$ cat src/design/kcac_pkg.sv
// ----------------------------------------------------------------------------
// Keypad code alarm controller package
// Shared types and constants: command codes, register indexes, the register
// bundle, the sensor trip flags and the status word.
// ----------------------------------------------------------------------------
package kcac_pkg;

	// Width of the configuration data word (widest register).
	localparam int CfgDataW = 23;

	// Event kinds carried by the cmd field.
	typedef enum logic [1:0] {
		CMD_KEY   = 2'd0,
		CMD_ACCEL = 2'd1,
		CMD_ECHO  = 2'd2,
		CMD_NONE  = 2'd3
	} cmd_t;

	// Configuration register indexes.
	typedef enum logic [1:0] {
		REG_ADMIN_CODE   = 2'd0,
		REG_MOTION_LIMIT = 2'd1,
		REG_NEAR_LIMIT   = 2'd2,
		REG_UNUSED       = 2'd3
	} reg_idx_t;

	// Key that discards the current entry outside admin mode.
	localparam logic [3:0] KEY_CLEAR = 4'd10;

	// Reset values of the registers and of the user code.
	localparam logic [15:0] ADMIN_CODE_RST   = 16'h4321;
	localparam logic [12:0] MOTION_LIMIT_RST = 13'd5324;
	localparam logic [22:0] NEAR_LIMIT_RST   = 23'd24326;
	localparam logic [15:0] USER_CODE_RST    = 16'h1234;

	// Configuration register bundle.
	typedef struct packed {
		logic [15:0] admin_code;
		logic [12:0] motion_limit;
		logic [22:0] near_limit;
	} cfg_regs_t;

	// Sensor compare results for the word in the input register.
	typedef struct packed {
		logic motion;
		logic near;
	} trip_t;

	// Status reported with every result word.
	typedef struct packed {
		logic       armed;
		logic       alarm;
		logic       admin_active;
		logic       ready_lamp;
		logic [2:0] keys_entered;
	} status_t;

endpackage

$ cat src/design/keypad_code_alarm_controller_unit.sv
// Path: an accepted word is held in the input register, then in the result
// register, which drives the result channel.
// Throughput: one word per cycle while out_stall is low; a stall holds the words.
// Reset: arst_n clears both stages, arms the system and restores the user
// code and the configuration registers to their defaults.
// ----------------------------------------------------------------------------
// Keypad code alarm controller
// Input register, lock controller with sensor compares, and result register.
// ----------------------------------------------------------------------------
module keypad_code_alarm_controller_unit #(
	parameter int CODE_LENGTH = 4
) (
	input  logic                          clk,
	input  logic                          arst_n,
	// Configuration write channel.
	input  logic                          cfg_valid,
	output logic                          cfg_ready,
	input  logic [1:0]                    cfg_index,
	input  logic [kcac_pkg::CfgDataW-1:0] cfg_data,
	// Event channel.
	input  logic                          in_valid,
	output logic                          in_stall,
	input  logic [1:0]                    cmd,
	input  logic [3:0]                    key_code,
	input  logic signed [13:0]            accel_x,
	input  logic signed [13:0]            accel_y,
	input  logic signed [13:0]            accel_z,
	input  logic [15:0]                   echo_ticks,
	input  logic [2:0]                    prescale_shift,
	// Result channel.
	output logic                          out_valid,
	input  logic                          out_stall,
	output logic                          armed,
	output logic                          alarm,
	output logic                          admin_active,
	output logic                          ready_lamp,
	output logic [2:0]                    keys_entered
);
	import kcac_pkg::*;

	logic               valid_s1;
	logic [1:0]         cmd_s1;
	logic [3:0]         key_s1;
	logic signed [13:0] accel_x_s1;
	logic signed [13:0] accel_y_s1;
	logic signed [13:0] accel_z_s1;
	logic [15:0]        echo_s1;
	logic [2:0]         shift_s1;

	logic               valid_s2;
	status_t            status_s2;

	logic               in_take;
	logic               advance;
	cfg_regs_t          regs;
	trip_t              trip;
	status_t            status_next;

	// Handshake: the input stage moves on when the result register is free
	// or is being emptied in the same cycle.
	assign advance  = valid_s1 && (!valid_s2 || !out_stall);
	assign in_stall = valid_s1 && !advance;
	assign in_take  = in_valid && !in_stall;

	// Configuration registers.
	kcac_cfg_regs u_cfg_regs (
		.clk       (clk),
		.arst_n    (arst_n),
		.cfg_valid (cfg_valid),
		.cfg_index (cfg_index),
		.cfg_data  (cfg_data),
		.cfg_ready (cfg_ready),
		.regs      (regs)
	);

	// Input register valid.
	always_ff @(posedge clk or negedge arst_n) begin
		if (!arst_n) begin
			valid_s1 <= 1'b0;
		end else if (in_take) begin
			valid_s1 <= 1'b1;
		end else if (advance) begin
			valid_s1 <= 1'b0;
		end
	end

	// Input register payload.
	always_ff @(posedge clk) begin
		if (in_take) begin
			cmd_s1     <= cmd;
			key_s1     <= key_code;
			accel_x_s1 <= accel_x;
			accel_y_s1 <= accel_y;
			accel_z_s1 <= accel_z;
			echo_s1    <= echo_ticks;
			shift_s1   <= prescale_shift;
		end
	end

	// Sensor compares on the registered word.
	kcac_sensor_trip u_sensor_trip (
		.accel_x        (accel_x_s1),
		.accel_y        (accel_y_s1),
		.accel_z        (accel_z_s1),
		.echo_ticks     (echo_s1),
		.prescale_shift (shift_s1),
		.regs           (regs),
		.trip           (trip)
	);

	// Lock state, updated as the word moves into the result register.
	kcac_lock_ctrl #(
		.CODE_LENGTH (CODE_LENGTH)
	) u_lock_ctrl (
		.clk         (clk),
		.arst_n      (arst_n),
		.step        (advance),
		.cmd         (cmd_s1),
		.key_code    (key_s1),
		.trip        (trip),
		.regs        (regs),
		.status_next (status_next)
	);

	// Result register valid.
	always_ff @(posedge clk or negedge arst_n) begin
		if (!arst_n) begin
			valid_s2 <= 1'b0;
		end else if (advance) begin
			valid_s2 <= 1'b1;
		end else if (!out_stall) begin
			valid_s2 <= 1'b0;
		end
	end

	// Result register payload.
	always_ff @(posedge clk) begin
		if (advance) begin
			status_s2 <= status_next;
		end
	end

	assign out_valid    = valid_s2;
	assign armed        = status_s2.armed;
	assign alarm        = status_s2.alarm;
	assign admin_active = status_s2.admin_active;
	assign ready_lamp   = status_s2.ready_lamp;
	assign keys_entered = status_s2.keys_entered;

endmodule

$ cat src/design/kcac_cfg_regs.sv
// ----------------------------------------------------------------------------
// Configuration registers
// Holds the admin code and the two sensor limits, written over a valid/ready
// channel that is always ready.
// ----------------------------------------------------------------------------
module kcac_cfg_regs (
	input  logic                                clk,
	input  logic                                arst_n,
	input  logic                                cfg_valid,
	input  logic [1:0]                          cfg_index,
	input  logic [kcac_pkg::CfgDataW-1:0]       cfg_data,
	output logic                                cfg_ready,
	output kcac_pkg::cfg_regs_t                 regs
);
	import kcac_pkg::*;

	cfg_regs_t regs_q;

	// The registers take a write in any cycle.
	assign cfg_ready = 1'b1;
	assign regs      = regs_q;

	// Register write decode; writes to an unused index are dropped.
	always_ff @(posedge clk or negedge arst_n) begin
		if (!arst_n) begin
			regs_q.admin_code   <= ADMIN_CODE_RST;
			regs_q.motion_limit <= MOTION_LIMIT_RST;
			regs_q.near_limit   <= NEAR_LIMIT_RST;
		end else if (cfg_valid && cfg_ready) begin
			case (reg_idx_t'(cfg_index))
				REG_ADMIN_CODE:   regs_q.admin_code   <= cfg_data[15:0];
				REG_MOTION_LIMIT: regs_q.motion_limit <= cfg_data[12:0];
				REG_NEAR_LIMIT:   regs_q.near_limit   <= cfg_data[22:0];
				default: begin
				end
			endcase
		end
	end

endmodule

$ cat src/design/kcac_sensor_trip.sv
// ----------------------------------------------------------------------------
// Sensor trip compare
// Compares the accelerometer axis magnitudes with the motion limit and the
// shifted echo width with the near limit.
// ----------------------------------------------------------------------------
module kcac_sensor_trip (
	input  logic signed [13:0]   accel_x,
	input  logic signed [13:0]   accel_y,
	input  logic signed [13:0]   accel_z,
	input  logic [15:0]          echo_ticks,
	input  logic [2:0]           prescale_shift,
	input  kcac_pkg::cfg_regs_t  regs,
	output kcac_pkg::trip_t      trip
);
	import kcac_pkg::*;

	logic [13:0] mag_x;
	logic [13:0] mag_y;
	logic [13:0] mag_z;
	logic [13:0] limit_ext;
	logic [22:0] echo_shifted;

	// Axis magnitudes; the most negative sample maps to 8192, which fits.
	assign mag_x = accel_x[13] ? 14'(-accel_x) : 14'(accel_x);
	assign mag_y = accel_y[13] ? 14'(-accel_y) : 14'(accel_y);
	assign mag_z = accel_z[13] ? 14'(-accel_z) : 14'(accel_z);
	assign limit_ext = {1'b0, regs.motion_limit};

	assign trip.motion = (mag_x > limit_ext) || (mag_y > limit_ext) || (mag_z > limit_ext);

	// A 16-bit width shifted by at most seven stays below the 23-bit top,
	// so the shift never overflows and no saturation is needed.
	assign echo_shifted = 23'(echo_ticks) << prescale_shift;

	assign trip.near = (echo_shifted != '0) && (echo_shifted < regs.near_limit);

endmodule

$ cat src/design/kcac_lock_ctrl.sv
// ----------------------------------------------------------------------------
// Code lock controller
// Holds the lock state: entry buffer, user code, admin mode, armed and alarm.
// Works out the state after one event word and updates it on a step.
// ----------------------------------------------------------------------------
module kcac_lock_ctrl #(
	parameter int CODE_LENGTH = 4
) (
	input  logic                 clk,
	input  logic                 arst_n,
	input  logic                 step,
	input  logic [1:0]           cmd,
	input  logic [3:0]           key_code,
	input  kcac_pkg::trip_t      trip,
	input  kcac_pkg::cfg_regs_t  regs,
	output kcac_pkg::status_t    status_next
);
	import kcac_pkg::*;

	localparam int CodeW = 4 * CODE_LENGTH;
	localparam int CntW  = $clog2(CODE_LENGTH + 1);
	localparam logic [CntW-1:0] CntFull = CntW'(CODE_LENGTH);

	logic [CodeW-1:0] user_code_q, user_code_d;
	logic [CodeW-1:0] entry_keys_q, entry_keys_d;
	logic [CntW-1:0]  entry_cnt_q, entry_cnt_d;
	logic             admin_q, admin_d;
	logic [CodeW-1:0] new_keys_q, new_keys_d;
	logic [CntW-1:0]  new_cnt_q, new_cnt_d;
	logic             armed_q, armed_d;
	logic             alarm_q, alarm_d;

	logic [CodeW-1:0] admin_code_ext;
	logic [CodeW-1:0] entry_shift;
	logic [CodeW-1:0] new_shift;
	logic [CntW-1:0]  entry_inc;
	logic [CntW-1:0]  new_inc;
	logic [3:0]       cnt_ext;

	assign admin_code_ext = CodeW'(regs.admin_code);
	assign entry_shift    = CodeW'({entry_keys_q, key_code});
	assign new_shift      = CodeW'({new_keys_q, key_code});
	assign entry_inc      = CntW'(entry_cnt_q + 1'b1);
	assign new_inc        = CntW'(new_cnt_q + 1'b1);

	// Next state for one event word.
	always_comb begin
		user_code_d  = user_code_q;
		entry_keys_d = entry_keys_q;
		entry_cnt_d  = entry_cnt_q;
		admin_d      = admin_q;
		new_keys_d   = new_keys_q;
		new_cnt_d    = new_cnt_q;
		armed_d      = armed_q;
		alarm_d      = alarm_q;
		case (cmd_t'(cmd))
			CMD_KEY: begin
				if (admin_q) begin
					// Admin mode: the key goes into the new user code.
					new_keys_d = new_shift;
					new_cnt_d  = new_inc;
					if (new_inc >= CntFull) begin
						user_code_d = new_shift;
						admin_d     = 1'b0;
						new_cnt_d   = '0;
					end
				end else begin
					entry_keys_d = entry_shift;
					entry_cnt_d  = entry_inc;
					if (entry_inc >= CntFull) begin
						if (entry_shift == user_code_q) begin
							armed_d = !armed_q;
							alarm_d = 1'b0;
						end else if (entry_shift == admin_code_ext) begin
							admin_d   = 1'b1;
							armed_d   = 1'b0;
							alarm_d   = 1'b0;
							new_cnt_d = '0;
						end
						entry_cnt_d  = '0;
						entry_keys_d = '0;
					end
					// The clear key empties the entry after any check.
					if (key_code == KEY_CLEAR) begin
						entry_cnt_d  = '0;
						entry_keys_d = '0;
					end
				end
			end
			CMD_ACCEL: begin
				if (armed_q && trip.motion) begin
					alarm_d = 1'b1;
				end
			end
			CMD_ECHO: begin
				if (armed_q && trip.near) begin
					alarm_d = 1'b1;
				end
			end
			default: begin
			end
		endcase
	end

	// Lock state registers.
	always_ff @(posedge clk or negedge arst_n) begin
		if (!arst_n) begin
			user_code_q  <= CodeW'(USER_CODE_RST);
			entry_keys_q <= '0;
			entry_cnt_q  <= '0;
			admin_q      <= 1'b0;
			new_cnt_q    <= '0;
			armed_q      <= 1'b1;
			alarm_q      <= 1'b0;
		end else if (step) begin
			user_code_q  <= user_code_d;
			entry_keys_q <= entry_keys_d;
			entry_cnt_q  <= entry_cnt_d;
			admin_q      <= admin_d;
			new_cnt_q    <= new_cnt_d;
			armed_q      <= armed_d;
			alarm_q      <= alarm_d;
		end
	end

	// New code buffer, always filled completely before it is used.
	always_ff @(posedge clk) begin
		if (step) begin
			new_keys_q <= new_keys_d;
		end
	end

	// Status after the event.
	assign cnt_ext = 4'(entry_cnt_d);

	assign status_next.armed        = armed_d;
	assign status_next.alarm        = alarm_d;
	assign status_next.admin_active = admin_d;
	assign status_next.ready_lamp   = armed_d && !alarm_d;
	assign status_next.keys_entered = cnt_ext[2:0];

endmodule

$ cat config.mk
export PLATFORM = sky130hd
export DESIGN_NAME = keypad_code_alarm_controller_unit
export DESIGN_NICKNAME = d
export VERILOG_FILES = /design/src/design/kcac_pkg.sv /design/src/design/keypad_code_alarm_controller_unit.sv /design/src/design/kcac_cfg_regs.sv /design/src/design/kcac_sensor_trip.sv /design/src/design/kcac_lock_ctrl.sv
export SDC_FILE = /design/constraint.sdc
export NUM_CORES = 1
export LEC_CHECK = 0
export BUFFER_PORTS_ARGS = -buffer_cell sky130_fd_sc_hd__buf_4
export CAP_MARGIN = 20
export CORE_MARGIN = 2
export CORE_UTILIZATION = 50
export CTS_BUF_LIST = sky130_fd_sc_hd__clkbuf_2
export CTS_CLUSTER_DIAMETER = 50
export DETAILED_ROUTE_END_ITERATION = 6
export PLACE_DENSITY = 0.69
export REMOVE_ABC_BUFFERS = 1
export SYNTH_ARGS = -nofsm -noshare
export SYNTH_HDL_FRONTEND = slang
export SYNTH_SLANG_ARGS = --single-unit
$ cat constraint.sdc
create_clock -name clk -period 6.9 [get_ports clk]
set_clock_uncertainty 0.05 [all_clocks]
set_input_delay 0.345 -clock clk [delete_from_list [all_inputs] [get_ports clk]]
set_output_delay 0.345 -clock clk [all_outputs]
set_load 0.05 [all_outputs]
======== Word level (Yosys, flattened, before mapping) ========
Cells that the tools add are included.
operators by class
  add/subtract/negate cells ............... 5
  order comparisons ....................... 6
  eq/ne operators ......................... 9
  shift operators ......................... 1
  muxes and demuxes ....................... 36
  bitwise operators ....................... 1
  reduce and logical (&&, ||, !) cells .... 29
operators by type and width
  operator                                                          count
  14-bit by 13-bit greater-than comparator with 1-bit output        3
  14-bit 2-to-1 mux                                                 3
  14-bit negator                                                    3
  16-bit == test                                                    2
  3-bit 2-to-1 mux                                                  9
  12-bit 2-to-1 mux                                                 2
  23-bit less-than comparator                                       1
  23-bit nonzero test                                               1
  16-bit by 3-bit left shift with 23-bit output                     1
  1-bit 2-to-1 mux                                                  21
  1-bit logical AND                                                 7
  3-bit by 1-bit adder with 3-bit output (second input constant)    2
  3-bit greater-or-equal comparator (second input constant)         2
  1-bit zero test                                                   6
  2-bit AND reduction                                               3
  3-bit AND reduction                                               2
  2-bit nonzero test                                                3
  5-bit AND reduction                                               1
  2-bit by 1-bit == test with 1-bit output (second input constant)  2
  2-bit == test (second input constant)                             2
  4-bit == test (second input constant)                             1
  2-bit zero test                                                   2
  2-bit by 1-bit != test with 1-bit output (second input constant)  2
  4-bit AND reduction                                               1
  other kinds (3)                                                   5
storage, ports and cells
  flip-flop bits (word level) ............. 177
  output and inout bits ................... 10
  word-level logic and storage cells ...... 112

======== Longest topological paths before layout ========
  depth after elaboration ................. 10
  mapped depth ............................ 17

======== Hierarchy ========
From an unflattened synthesis, not the netlist that was laid out.
unflattened totals
  cell total of the unflattened synthesis .. 840
  area, all modules ....................... 9,786.9 µm²
by module, submodules not included
  module                             times used  cells each  area each (µm²)  seq. area each (µm²)
  kcac_sensor_trip                   1           435         3,070.4          0.0
  kcac_lock_ctrl                     1           210         2,404.8          1,293.7
  keypad_code_alarm_controller_unit  1           82          2,314.7          2,272.2
  kcac_cfg_regs                      1           113         1,996.9          1,325.0

======== Worst setup path after synthesis ========
Ideal clock, no wire load.
  kind .................................... register to register
  from .................................... register shift_s1[1]
  to ...................................... register status_s2 (netlist bit ready_lamp) (data pin)
  setup time .............................. 0.274 ns
  arrival ................................. 3.048 ns
  setup slack ............................. 3.527 ns
  cell stages (with the launch flop) ...... 16
  path buffers ............................ 4
  clock period less this slack ............ 3.373 ns
  cell sequence ........................... edfxtp_1 -> buf_6 -> buf_2 -> buf_2 -> buf_2 -> mux2i_1 -> nand2_1 -> o21ai_0 -> o32ai_1 -> ha_1 -> and4_1 -> a221oi_1 -> o21ai_0 -> a31o_2 -> a311oi_1 -> a211oi_1
RTL lines
  item                    line                                      text
  start, declared         keypad_code_alarm_controller_unit.sv:48   logic [2:0] shift_s1;
  start signal, assigned  keypad_code_alarm_controller_unit.sv:96   shift_s1 <= prescale_shift;
  end signal, assigned    keypad_code_alarm_controller_unit.sv:139  status_s2 <= status_next;
  end, declared           keypad_code_alarm_controller_unit.sv:51   status_t status_s2;

==> metrics.txt <==
# TYPE chip_impl_metric gauge
chip_impl_metric{name="cell_row_count",unit=""} 51
chip_impl_info{name="post_synth_most_frequent_cells",value="edfxtp_1, mux2_2, ha_1"} 1
chip_impl_metric{name="synth_cell_area",unit="µm²"} 9760
chip_impl_metric{name="clock_sink_count",unit=""} 177
chip_impl_metric{name="min_period",unit="ns"} 4.12
chip_impl_metric{name="synthesis.yosys.warnings",unit=""} 0
chip_impl_info{name="yosys_most_used_dff",value="edfxtp_1"} 1
chip_impl_metric{name="clk_transition_reported_paths",unit="ns"} 0.25
chip_impl_metric{name="die_area",unit="µm²"} 20600
chip_impl_metric{name="final_stage_net_count",unit=""} 1200
chip_impl_metric{name="maximum_number_of_pins_on_one_net_before_global_route_repair",unit=""} 72
chip_impl_metric{name="ys_async_sr_fraction",unit="%"} 51.4
chip_impl_metric{name="setup-violations-final",unit=""} 0
chip_impl_metric{name="final_total_power",unit="mW"} 2.50
chip_impl_metric{name="hold_violations",unit=""} 0
chip_impl_info{name="grt_setup_unrepaired",value="false"} 1
chip_impl_metric{name="final-max-slew-violation-count",unit=""} 0
chip_impl_info{name="worstPathCellList",value="inv_1 -> mux2_2 -> mux2_4 -> ha_1 -> and4_1 -> a221oi_1 -> o21ai_0 -> a31o_2 -> a311oi_1 -> a211oi_1"} 1
chip_impl_metric{name="worstMarginPinSlew",unit="ns"} 0.907
chip_impl_info{name="run_status",value="complete, no violations"} 1
chip_impl_info{name="capturing_element_type_of_the_critical_path",value="flip-flop"} 1
chip_impl_metric{name="grt_util_all_layers",unit="%"} 21.2
chip_impl_metric{name="drc_errors",unit=""} 0
chip_impl_metric{name="numPortBuffers",unit=""} 105
chip_impl_metric{name="die_height",unit="µm"} 144
chip_impl_metric{name="final.period_utilization",unit="%"} 59.6
chip_impl_metric{name="post_cts_resized",unit=""} 0
chip_impl_metric{name="finish.utilization",unit="%"} 62.0
chip_impl_metric{name="finalWirelength",unit="µm"} 21100
chip_impl_metric{name="synth_cells",unit=""} 834
chip_impl_info{name="critical_path.startpoint_type",value="flip-flop"} 1
chip_impl_info{name="synth_most_common_cell",value="edfxtp_1"} 1
chip_impl_metric{name="critical_path_required",unit="ns"} 7.35
chip_impl_info{name="synthTopCellsByArea",value="edfxtp_1, dfrtp_1, mux2_2"} 1
chip_impl_metric{name="irDropWorstVdd",unit="µV"} 100
chip_impl_metric{name="grt_first_pass_wirelength",unit="µm"} 33700
chip_impl_metric{name="initial_utilization",unit="%"} 50.5
chip_impl_metric{name="worst-path-buf-inv",unit=""} 1
chip_impl_metric{name="synth.yosys.seq_area_share",unit="%"} 50.1
chip_impl_metric{name="dieWidth",unit="µm"} 144
chip_impl_metric{name="post_route_cells_drive_above_1_share",unit="%"} 24.7
chip_impl_metric{name="routed-via-count",unit=""} 6962
chip_impl_info{name="crit_family",value="compound AO/OA/AOI/OAI gates"} 1
chip_impl_metric{name="via_count_of_the_first_global_routing_pass",unit=""} 6876
chip_impl_metric{name="clockBufferDepth",unit=""} 2
chip_impl_metric{name="detailed_place.area",unit="µm²"} 10800
chip_impl_metric{name="inst_count_dp",unit=""} 1181
chip_impl_metric{name="insertion_delay",unit="ns"} 0.73
chip_impl_metric{name="drt-vias-per-instance",unit=""} 5.30
chip_impl_info{name="cts_tree",value="built"} 1
chip_impl_metric{name="detail_route.wl_per_cell",unit="µm"} 16.1
chip_impl_metric{name="synth-edff-count",unit=""} 86
chip_impl_metric{name="ys_ff_latch",unit=""} 177
chip_impl_metric{name="fillerInstances",unit=""} 1576
chip_impl_info{name="clk_root_buffer_cell",value="clkbuf_2"} 1
chip_impl_metric{name="cts_max_level",unit=""} 4
chip_impl_info{name="crit_slowest_cell",value="edfxtp_1"} 1
chip_impl_metric{name="areaGrowthSynthToFinish",unit="%"} 22.9
chip_impl_metric{name="yosys.area.top_type_share",unit="%"} 26.5
chip_impl_metric{name="clock_buffers_created_by_tritoncts",unit=""} 17
chip_impl_metric{name="timing.critical_path.slowest_cell_delay",unit="ns"} 1.00
chip_impl_metric{name="timing.critical_path.arrival",unit="ns"} 4.57
chip_impl_metric{name="cts.hold.buffers_added",unit=""} 98
chip_impl_metric{name="power.static_leakage",unit="nW"} 5.08
chip_impl_metric{name="globalRouteOverflowTotal",unit=""} 0
chip_impl_metric{name="synth.lib_cells_used.distinct",unit=""} 62
chip_impl_metric{name="finalInstanceArea",unit="µm²"} 12000
chip_impl_metric{name="route.antenna.remaining_nets",unit=""} 0
chip_impl_info{name="worstHoldPathType",value="in2reg"} 1
chip_impl_metric{name="finalSetupTns",unit="ns"} 0
chip_impl_info{name="path_class",value="reg2reg"} 1
chip_impl_metric{name="drtPass1Iterations",unit=""} 6
chip_impl_metric{name="dp_hpwl",unit="µm"} 15000
chip_impl_metric{name="cts_setup_buffers",unit=""} 0
chip_impl_metric{name="crit_path_max_fanout",unit=""} 31
chip_impl_metric{name="power_density",unit="nW/µm²"} 209
chip_impl_metric{name="max_slew_margin",unit="%"} 39.5
chip_impl_info{name="netlist.top_cell.by_area",value="edfxtp_1"} 1
chip_impl_metric{name="globalplace.congestion",unit=""} 0.866
chip_impl_metric{name="number_of_antenna_violations_at_the_first_check_in_global_routing",unit=""} 1
chip_impl_metric{name="syn_avg_cell_area",unit="µm²"} 11.7
chip_impl_metric{name="core_region_area",unit="µm²"} 19300
chip_impl_metric{name="maxCapViolCount",unit=""} 0
chip_impl_metric{name="drt-initial-drc-count",unit=""} 309
chip_impl_metric{name="instances_no_fill",unit=""} 1313
chip_impl_metric{name="top_level_ports",unit=""} 107
chip_impl_metric{name="fmaxAchievable",unit="MHz"} 243
power by group:
part	leakage (nW)	switching (mW)	internal, mW	total [mW]
clock	0.124	0.358	0.100	0.458
combinational	3.05	0.333	0.352	0.685
sequential	1.91	0.111	1.25	1.36
total	5.08	0.802	1.70	2.50
sequential cells by signal, indices dropped and copies added (netlist names), 2 cells and up:
signal / cells
cmd_s1: 2
u_lock_ctrl.entry_cnt_q: 3
echo_s1: 16
keys_entered: 3
shift_s1: 3
u_lock_ctrl.entry_keys_q: 12
u_lock_ctrl.new_cnt_q: 3
key_s1: 4
u_lock_ctrl.user_code_q: 16
accel_z_s1: 14
u_lock_ctrl.new_keys_q: 12
u_cfg_regs.regs: 52
accel_x_s1: 14
accel_y_s1: 14
metal layers:
metal / vias up / GRT usage (%) / share of wire [%]
li1: 3435 / - / -
met1: 3341 / 27.9 / 46
met2: 164 / 36.0 / 49
met3: 22 / 4.27 / 3.9
met4: 0 / 5.42 / 1.2
met5: - / 0 / 0
kinds of logic (layout without fill, tap and decap cells):
kind of cell | after synthesis | count (layout) | synth area share (%)
and+or+nand+nor | 200 | 200 | 10.5
muxes | 103 | 103 | 11.9
DFF | 177 | 177 | 50.1
buffers and inverters | 80 | 293 | 3.23
adders and majority gates | 69 | 69 | 8.85
other | 1 | 2 | 0.0384
xor gates and xnor gates | 68 | 68 | 6.10
AOI/OAI and AO/OA | 136 | 136 | 9.20
worst reg2reg max path: cells and delay by family, from the launching register on:
family,cells,cell delay [ns]
AOI/OAI and AO/OA,5,1.21
adders and majority gates,1,0.29
buffers and inverters,1,0.48
DFF,1,1.00
muxes,2,0.69
and+or+nand+nor,1,0.19
layout make-up:
type | instances | area [µm²] | area share (%)
repair buffers | 209 | 1830 | 15.2
diodes | 1 | 2.50 | 0.0209
multi-input cells | 577 | 4560 | 38.0
clock inverters | 12 | 85.1 | 0.710
clock buffers | 20 | 100 | 0.835
flip-flops and latches | 177 | 4890 | 40.8
inverters | 52 | 195 | 1.63
well taps | 265 | 332 | 2.77
metrics by stage:
stage          worst slack (ns)  hold WS [ns]
2_1_floorplan              3.10     -0.000591
3_3_place_gp               2.98         0.195
3_5_place_dp               2.82         0.196
4_1_cts                    2.83       0.00829
5_1_grt                    2.32       0.00138
6_report                   2.78        0.0945
cells in the final DEF, fill, tap and decap left out, types with 16 or more instances in the layout:
cell type	instances
buf_4	109
dlygate4sd3_1	98
edfxtp_1	86
mux2_2	80
ha_1	69
dfrtp_1	66
xnor2_1	64
nand2_1	61
inv_1	52
o21ai_0	37
a21oi_1	34
nor2_1	33
dfstp_2	25
clkbuf_2	20
nand4_1	19
mux2i_1	18
nand3_1	16
path summary, 6_finish.rpt:
kind	from	end	slack (ns)	cells past startpoint
setup / recovery	shift_s1[0]$_DFFE_PP_	ready_lamp$_DFFE_PP_	2.78	10
hold / removal	cfg_index[0]	u_cfg_regs.regs[48]$_DFFE_PN0P_	0.09	4
setup reg to reg	shift_s1[0]$_DFFE_PP_	ready_lamp$_DFFE_PP_	2.78	10
hold reg to reg	u_lock_ctrl.new_keys_q[6]$_DFFE_PP_	u_lock_ctrl.new_keys_q[10]$_DFFE_PP_	0.45	0
max in group asynchronous	arst_n	u_cfg_regs.regs[18]$_DFFE_PN0P_	5.09	4
min in group asynchronous	arst_n	u_lock_ctrl.armed_q$_DFFE_PN1P_	0.60	3
(Power assumes the default switching activity.)
